**config.mk**
```make
export PLATFORM = sky130hd
export DESIGN_NAME = button_debounce_press_hold_flat
export DESIGN_NICKNAME = d
export VERILOG_FILES = /design/src/rtl/core/bdph_pkg.sv /design/src/rtl/core/bdph_poll_if.sv /design/src/rtl/core/bdph_evt_if.sv /design/src/rtl/core/bdph_cell.sv /design/src/rtl/core/button_debounce_press_hold.sv /design/src/flat_wrapper.sv
export SDC_FILE = /design/constraint.sdc
export NUM_CORES = 1
export LEC_CHECK = 0
export ABC_CLOCK_PERIOD_IN_PS = 10350
export BUFFER_PORTS_ARGS = -buffer_cell sky130_fd_sc_hd__buf_2
export CAP_MARGIN = 25
export CORE_AREA = 2 2 202 204
export DETAILED_ROUTE_END_ITERATION = 8
export DIE_AREA = 0 0 204 206
export PLACE_DENSITY = 0.76
export SLEW_MARGIN = 20
export SYNTH_ARGS = -nofsm -noshare
export SYNTH_HDL_FRONTEND = slang
export SYNTH_SLANG_ARGS = --single-unit
```
**constraint.sdc**
```tcl
create_clock -name i_clk -period 10.35 [get_ports i_clk]
set_input_delay 2.07 -clock i_clk [delete_from_list [all_inputs] [get_ports i_clk]]
set_output_delay 2.07 -clock i_clk [all_outputs]
set_load 0.1 [all_outputs]
```
**src/rtl/core/bdph_pkg.sv**
```systemverilog
package bdph_pkg;

    // field widths
    localparam int NOW_W   = 32;
    localparam int RAW_W   = 3;
    localparam int KIND_W  = 2;
    localparam int IDX_W   = 2;
    localparam int DEB_W   = 10;
    localparam int HOLD_W  = 16;
    localparam int CFG_D_W = 16;
    localparam int CFG_A_W = 1;

    // default button count
    localparam int NUM_BUTTONS_DEF = 3;

    // reset values of the timing registers
    localparam logic [DEB_W-1:0]  DEBOUNCE_RST = DEB_W'(30);
    localparam logic [HOLD_W-1:0] HOLD_RST     = HOLD_W'(2000);

    // register indexes
    localparam logic [CFG_A_W-1:0] CFG_DEBOUNCE = 1'b0;
    localparam logic [CFG_A_W-1:0] CFG_HOLD     = 1'b1;

    // event codes
    localparam logic [KIND_W-1:0] EV_NONE  = 2'd0;
    localparam logic [KIND_W-1:0] EV_SHORT = 2'd1;
    localparam logic [KIND_W-1:0] EV_HOLD  = 2'd2;

    // event passed along the cell row
    typedef struct packed {
        logic [KIND_W-1:0] kind;
        logic [IDX_W-1:0]  idx;
    } t_evt;

    // timing settings seen by every cell
    typedef struct packed {
        logic [DEB_W-1:0]  debounce_time;
        logic [HOLD_W-1:0] hold_time;
    } t_cfg;

endpackage

```
**src/rtl/core/bdph_poll_if.sv**
```systemverilog
interface bdph_poll_if;
    logic                        valid;
    logic                        ready;
    logic [bdph_pkg::NOW_W-1:0]  now_ms;
    logic [bdph_pkg::RAW_W-1:0]  raw_levels;

    modport source (output valid, now_ms, raw_levels, input ready);
    modport sink   (input valid, now_ms, raw_levels, output ready);
endinterface

```
**src/rtl/core/bdph_evt_if.sv**
```systemverilog
interface bdph_evt_if;
    logic                        valid;
    logic                        ready;
    logic [bdph_pkg::KIND_W-1:0] event_kind;
    logic [bdph_pkg::IDX_W-1:0]  button_index;

    modport source (output valid, event_kind, button_index, input ready);
    modport sink   (input valid, event_kind, button_index, output ready);
endinterface

```
**src/rtl/core/bdph_cell.sv**
```systemverilog
module bdph_cell #(
    parameter int IDX = 0
) (
    input  logic                       i_clk,
    input  logic                       i_rst_n,
    input  logic                       i_en,
    input  logic [bdph_pkg::NOW_W-1:0] i_now,
    input  logic                       i_raw,
    input  bdph_pkg::t_cfg             i_cfg,
    input  bdph_pkg::t_evt             i_evt,
    output bdph_pkg::t_evt             o_evt
);

    localparam logic [bdph_pkg::IDX_W-1:0] IDX_CODE = bdph_pkg::IDX_W'(IDX);

    logic                       r_stable;
    logic                       r_last_raw;
    logic [bdph_pkg::NOW_W-1:0] r_change_time;
    logic                       r_pressed;
    logic                       r_hold_done;
    logic [bdph_pkg::NOW_W-1:0] r_press_time;

    logic                       n_pressed;
    logic                       n_hold_done;
    logic [bdph_pkg::NOW_W-1:0] n_change_time;
    logic [bdph_pkg::NOW_W-1:0] n_press_time;

    logic stop_in;
    logic deb_ok;
    logic flip;
    logic press;
    logic release_ev;
    logic short_ev;
    logic hold_ev;
    logic hold_ok;

    assign stop_in = (i_evt.kind != bdph_pkg::EV_NONE);

    // debounce: a fresh raw change restarts the timer at this poll
    assign n_change_time = (i_raw != r_last_raw) ? i_now : r_change_time;
    assign deb_ok = (i_now - n_change_time) >= {{(bdph_pkg::NOW_W-bdph_pkg::DEB_W){1'b0}},
                                                 i_cfg.debounce_time};
    assign flip       = deb_ok && (i_raw != r_stable);
    assign press      = flip && !i_raw;
    assign release_ev = flip && i_raw;
    assign short_ev   = release_ev && r_pressed && !r_hold_done;

    // press bookkeeping after the stable transition
    assign n_pressed    = press ? 1'b1 : (release_ev ? 1'b0 : r_pressed);
    assign n_hold_done  = press ? 1'b0 : r_hold_done;
    assign n_press_time = press ? i_now : r_press_time;

    // hold check; a press in this poll has zero elapsed time
    assign hold_ok = (press ? (i_cfg.hold_time == '0)
                            : ((i_now - r_press_time) >=
                               {{(bdph_pkg::NOW_W-bdph_pkg::HOLD_W){1'b0}}, i_cfg.hold_time}));
    assign hold_ev = !short_ev && n_pressed && !n_hold_done && hold_ok;

    // first event wins, later cells pass it on
    always_comb begin
        o_evt = i_evt;
        if (!stop_in) begin
            if (short_ev) begin
                o_evt.kind = bdph_pkg::EV_SHORT;
                o_evt.idx  = IDX_CODE;
            end else if (hold_ev) begin
                o_evt.kind = bdph_pkg::EV_HOLD;
                o_evt.idx  = IDX_CODE;
            end
        end
    end

    // button state, touched only when no earlier cell stopped the poll
    always_ff @(posedge i_clk) begin
        if (!i_rst_n) begin
            r_stable      <= 1'b1;
            r_last_raw    <= 1'b1;
            r_change_time <= '0;
            r_pressed     <= 1'b0;
            r_hold_done   <= 1'b0;
            r_press_time  <= '0;
        end else if (i_en && !stop_in) begin
            r_last_raw    <= i_raw;
            r_change_time <= n_change_time;
            r_stable      <= flip ? i_raw : r_stable;
            r_pressed     <= n_pressed;
            r_hold_done   <= hold_ev ? 1'b1 : n_hold_done;
            r_press_time  <= n_press_time;
        end
    end

endmodule

```
**src/rtl/core/button_debounce_press_hold.sv**
```systemverilog
// Debounced press and hold detector for a row of active-low buttons.
// Poll channel (i_poll): one item per poll, a millisecond timestamp and the
// raw pin levels, bit i for button i (1 released, 0 pressed).
// Event channel (o_evt): exactly one item per poll, event_kind none, short
// press or hold, and the button index (0 when there is no event).
// Config port: i_cfg_we writes i_cfg_data to reg i_cfg_idx (0 debounce time,
// 1 hold time); user must write only while no poll is in flight (not enforced).
// Each button is one cell in a row; a poll ripples combinationally through the
// row in index order and the first event stops later cells.
// Output: the registered event item is valid the cycle after the poll is accepted.
// Throughput: one poll per cycle unless o_evt.ready is low, set by the
// combinational pass through the cell row into the output register.
// Stall: the output register holds its item while o_evt.ready is low, and a
// new poll is taken in the same cycle the held item leaves.
// Reset: synchronous, active low; all buttons released, timers at zero,
// times back to 30 ms debounce and 2000 ms hold, no poll taken during reset.
module button_debounce_press_hold #(
    parameter int NUM_BUTTONS = bdph_pkg::NUM_BUTTONS_DEF
) (
    input  logic                           i_clk,
    input  logic                           i_rst_n,
    bdph_poll_if.sink                      i_poll,
    bdph_evt_if.source                     o_evt,
    input  logic                           i_cfg_we,
    input  logic [bdph_pkg::CFG_A_W-1:0]   i_cfg_idx,
    input  logic [bdph_pkg::CFG_D_W-1:0]   i_cfg_data
);

    bdph_pkg::t_cfg r_cfg;
    bdph_pkg::t_evt r_out_evt;
    logic           r_out_valid;
    logic           accept;

    bdph_pkg::t_evt chain [0:NUM_BUTTONS];

    // input taken when the output register is empty or draining
    assign i_poll.ready = i_rst_n && (!r_out_valid || o_evt.ready);
    assign accept       = i_poll.valid && i_poll.ready;

    // timing registers
    always_ff @(posedge i_clk) begin
        if (!i_rst_n) begin
            r_cfg.debounce_time <= bdph_pkg::DEBOUNCE_RST;
            r_cfg.hold_time     <= bdph_pkg::HOLD_RST;
        end else if (i_cfg_we) begin
            case (i_cfg_idx)
                bdph_pkg::CFG_DEBOUNCE: r_cfg.debounce_time <= i_cfg_data[bdph_pkg::DEB_W-1:0];
                bdph_pkg::CFG_HOLD:     r_cfg.hold_time     <= i_cfg_data[bdph_pkg::HOLD_W-1:0];
                default: ;
            endcase
        end
    end

    // cell row, head of the chain carries no event
    assign chain[0] = '{kind: bdph_pkg::EV_NONE, idx: '0};

    for (genvar b = 0; b < NUM_BUTTONS; b++) begin : g_cell
        logic raw;
        if (b < bdph_pkg::RAW_W) begin : g_pin
            assign raw = i_poll.raw_levels[b];
        end else begin : g_nopin
            // buttons without a pin read as pressed
            assign raw = 1'b0;
        end

        bdph_cell #(
            .IDX (b)
        ) u_cell (
            .i_clk   (i_clk),
            .i_rst_n (i_rst_n),
            .i_en    (accept),
            .i_now   (i_poll.now_ms),
            .i_raw   (raw),
            .i_cfg   (r_cfg),
            .i_evt   (chain[b]),
            .o_evt   (chain[b+1])
        );
    end

    // output register
    always_ff @(posedge i_clk) begin
        if (!i_rst_n) begin
            r_out_valid <= 1'b0;
        end else if (accept) begin
            r_out_valid <= 1'b1;
        end else if (o_evt.ready) begin
            r_out_valid <= 1'b0;
        end
    end

    always_ff @(posedge i_clk) begin
        if (accept) begin
            r_out_evt <= chain[NUM_BUTTONS];
        end
    end

    assign o_evt.valid        = r_out_valid;
    assign o_evt.event_kind   = r_out_evt.kind;
    assign o_evt.button_index = r_out_evt.idx;

endmodule

```
**src/flat_wrapper.sv**
```systemverilog
// flat-port wrapper written by rule: the top's interface ports become plain ports
module button_debounce_press_hold_flat 
#(
    parameter int NUM_BUTTONS = bdph_pkg::NUM_BUTTONS_DEF
)
  (i_clk, i_rst_n, i_cfg_we, i_cfg_idx, i_cfg_data, i_poll_valid, i_poll_now_ms, i_poll_raw_levels, i_poll_ready, o_evt_valid, o_evt_event_kind, o_evt_button_index, o_evt_ready);
  bdph_poll_if i_poll_i ();
  bdph_evt_if o_evt_i ();
  input  logic i_clk;
  input  logic i_rst_n;
  input  logic i_cfg_we;
  input  logic [bdph_pkg::CFG_A_W-1:0] i_cfg_idx;
  input  logic [bdph_pkg::CFG_D_W-1:0] i_cfg_data;
  input wire logic [$bits(i_poll_i.valid)-1:0] i_poll_valid;
  input wire logic [$bits(i_poll_i.now_ms)-1:0] i_poll_now_ms;
  input wire logic [$bits(i_poll_i.raw_levels)-1:0] i_poll_raw_levels;
  output wire logic [$bits(i_poll_i.ready)-1:0] i_poll_ready;
  output wire logic [$bits(o_evt_i.valid)-1:0] o_evt_valid;
  output wire logic [$bits(o_evt_i.event_kind)-1:0] o_evt_event_kind;
  output wire logic [$bits(o_evt_i.button_index)-1:0] o_evt_button_index;
  input wire logic [$bits(o_evt_i.ready)-1:0] o_evt_ready;
  assign i_poll_i.valid = i_poll_valid;
  assign i_poll_i.now_ms = i_poll_now_ms;
  assign i_poll_i.raw_levels = i_poll_raw_levels;
  assign i_poll_ready = i_poll_i.ready;
  assign o_evt_valid = o_evt_i.valid;
  assign o_evt_event_kind = o_evt_i.event_kind;
  assign o_evt_button_index = o_evt_i.button_index;
  assign o_evt_i.ready = o_evt_ready;
  button_debounce_press_hold #(.NUM_BUTTONS(NUM_BUTTONS)) u_core (.i_clk(i_clk), .i_rst_n(i_rst_n), .i_poll(i_poll_i), .o_evt(o_evt_i), .i_cfg_we(i_cfg_we), .i_cfg_idx(i_cfg_idx), .i_cfg_data(i_cfg_data));
endmodule
```
==> flow_summary.json <==
{
  "synth_nets": 3389,
  "wl_um": 80900,
  "rsz0062_at_grt": "false",
  "grt_usage": 0.371,
  "multi_input_area_um2": 17600,
  "max_cap_viol_count": 0,
  "via_count": 23967,
  "grt_overflow": 0,
  "yosysMostFrequentCell": "nand2_1",
  "dpl.hpwl_um": 59400,
  "clkLatencyLatePin_ps": 600,
  "p_leak_nw": 10.4,
  "synth.yosys.seq_area_share": 0.201,
  "via_per_inst": 6.64,
  "status": "finished, final reports clean",
  "final_nets": 3367,
  "hp-class": "reg -> reg",
  "worstPathArrival_ps": 9060,
  "synth_seq_cells": 235,
  "startpoint_type": "primary input",
  "drive_gt1_frac": 0.0650,
  "drt-pass1-iter-count": 6,
  "power_w": 0.00377,
  "worst_slew_pin_slew_ps": 1060,
  "cts_tree": "done",
  "synth_common_cells": "nand2_1, a21oi_1, ha_1, dfxtp_1, nor2_1",
  "grt_pass1_wl_um": 122000,
  "num_antenna_cells": 0,
  "ys_warn_count": 0,
  "hold_buffers": 0,
  "yosysTopAreaCell": "dfxtp_1",
  "drv_slew": 0,
  "crit_path_end_kind": "register",
  "antenna_found_initial": 1,
  "seqCellArea_um2": 4740,
  "slowest_stage": "or3_2",
  "crit_fanout": 18,
  "fin_crit_sh": 0.830,
  "ys.flop_type": "dfxtp_1",
  "setup_violations": 0,
  "area_growth_pct": 7.05,
  "finalCriticalPeriod_ps": 8600,
  "hold_violations": 0,
  "ant_nets": 0,
  "rows": 74,
  "die_w_um": 204,
  "path_buf_inv": 2,
  "synth_area_leaders": "dfxtp_1, ha_1, mux2i_1",
  "required_ps": 10810,
  "finClkSkew_ps": 22.0,
  "ios": 63,
  "fmax_ghz": 0.116,
  "numPortBuffers": 62,
  "drc_errors": 0,
  "synth_top_area_frac": 0.196,
  "synth_area_um2": 23600,
  "dieArea_um2": 42000,
  "clockBufferDepth": 3,
  "nFillCells": 3558,
  "grt_max_degree": 107,
  "synth.distinct_cells": 105,
  "path_cells": "buf_2 -> xnor2_4 -> mux2i_1 -> ha_1 -> and3_1 -> a22oi_1 -> a21oi_1 -> a31o_2 -> nor2_1 -> xnor2_1 -> ha_1 -> a2111oi_2 -> o211ai_1 -> or4b_1 -> a2111oi_2 -> o2111ai_1 -> or4_4 -> nor4_4 -> nand4_2 -> a21oi_2 -> nand4_1 -> or3_2 -> buf_12 -> mux2i_1",
  "drt_iter0_drc": 2250,
  "netlist_instances": 3075,
  "vdd_drop_max_uv": 129,
  "synth-edff-count": 4,
  "max_stage_delay_ps": 740,
  "post-cts-setup-buffer-count": 0,
  "ys_async_sr_fraction": 0,
  "start_util": 0.587,
  "path_clk_slew_ps": 60,
  "htreeDepth": 1,
  "syn_avg_cell_area_um2": 7.68,
  "fin_util": 0.629,
  "ctsResizeCount": 0,
  "grt_pass1_vias": 22124,
  "wl_per_cell_um": 22.4,
  "cts_sinks": 235,
  "die_h_um": 206,
  "cts_made_buffers": 29,
  "core_um2": 40200,
  "power_density_nw_per_um2": 149,
  "slew_headroom": 0.287,
  "crit_type": "in -> reg",
  "cts_root_buf": "clkbuf_16",
  "crit_family": "simple AND/OR/NAND/NOR gates",
  "place_congestion": 1.04,
  "fin_setup_tns_ps": 0
}
## tightest hold or removal path: cells and delay by family, from the launching register on
kind,cells,cell delay [ps]
flops,1,300
mux,1,50
simple gates,1,50
## kinds of logic (layout without fill, tap and decap cells)
| group | count (synthesis) | in the layout | synth area share |
|---|---|---|---|
| compound gates | 917 | 917 | 0.258 |
| buf+inv | 323 | 324 | 0.0550 |
| simple gates | 996 | 996 | 0.207 |
| xor+xnor | 133 | 133 | 0.0508 |
| flops | 235 | 235 | 0.201 |
| mux | 204 | 204 | 0.0867 |
| fa+ha+maj | 267 | 267 | 0.142 |
## final timing paths
path                                                               from                                  endpoint  slack (ps)  depth (start not counted)
worst max register to register       u_core.g_cell[1].u_cell.r_last_raw  u_core.g_cell[2].u_cell.r_press_time[22]        3000                         23
worst max-delay path                               i_poll_raw_levels[1]  u_core.g_cell[2].u_cell.r_press_time[22]        1750                         24
worst min-delay path            u_core.g_cell[1].u_cell.r_press_time[3]   u_core.g_cell[1].u_cell.r_press_time[3]         460                          2
worst min register to register  u_core.g_cell[1].u_cell.r_press_time[3]   u_core.g_cell[1].u_cell.r_press_time[3]         460                          2
## area by class of cell
| cell class | instances | share of cell area |
|---|---|---|
| flip-flops and latches | 235 | 0.188 |
| well taps | 532 | 0.0263 |
| clock inverters | 18 | 0.0107 |
| repair buffers | 85 | 0.0205 |
| multi-input cells | 2517 | 0.697 |
| clock buffers | 36 | 0.0305 |
| inverters | 185 | 0.0275 |
## metrics by stage
step | hold slack (ps) | setup WS, ps | instance area (um^2) | std cells
after floorplan | 424 | 2050 | 23600 | 3075
after global placement | 444 | 1380 | 24200 | 3553
after detailed placement | 445 | 1290 | 24200 | 3553
after CTS | 453 | 1880 | 25200 | 3607
after global routing | 475 | 1340 | 25300 | 3608
final | 458 | 1750 | 25300 | 3608
## routing by layer
metal	global-route usage	vias up	wire, um	share of wire
met5	0	-	13	0.00016
met4	0.189	2	4350	0.054
met3	0.0490	227	5920	0.073
met2	0.617	1020	36700	0.45
met1	0.472	11437	33900	0.42
li1	-	11281	-	-
## report_power, final
group | internal (W) | switching (W) | total [W] | leakage (nW)
clock network | 0.000682 | 0.000451 | 0.00113 | 0.497
registers | 0.000963 | 0.0000364 | 0.000999 | 1.92
logic | 0.000612 | 0.00102 | 0.00163 | 7.93
## layout by cell type, fill, tap and decap left out, types with 15 or more instances in the layout
master	count
nand2_1	343
clkbuf_16	29
dfxtp_1	231
a21oi_1	275
xnor2_1	77
o21a_1	34
nand2b_1	45
a21o_1	70
inv_1	183
nor3_1	45
or2_2	18
a21boi_0	19
o2111ai_1	18
mux2i_1	200
o21bai_1	15
nor4_1	24
nor2b_1	41
nand4_1	53
a22o_1	16
and3_1	24
a211oi_1	60
or3_1	22
a31oi_1	30
ha_1	252
buf_4	22
o211ai_1	39
nand3_1	70
o31ai_1	17
and2_1	19
xor2_1	52
buf_2	61
o21ai_0	156
nor2_1	217
## sequential cells by signal, summed over array words and instances (netlist names)
register and flops:
u_core.r_cfg 26, u_core.o_evt.valid 1, u_core.g_cell.u_cell.r_change_time 96, u_core.g_cell.u_cell.r_last_raw 3, u_core.g_cell.u_cell.r_pressed 3, u_core.g_cell.u_cell.r_press_time 96, u_core.g_cell.u_cell.r_stable 3, u_core.o_evt.button_index 2
u_core.o_evt.event_kind 2, u_core.g_cell.u_cell.r_hold_done 3
Note: power is estimated with default switching activity, not from simulation.
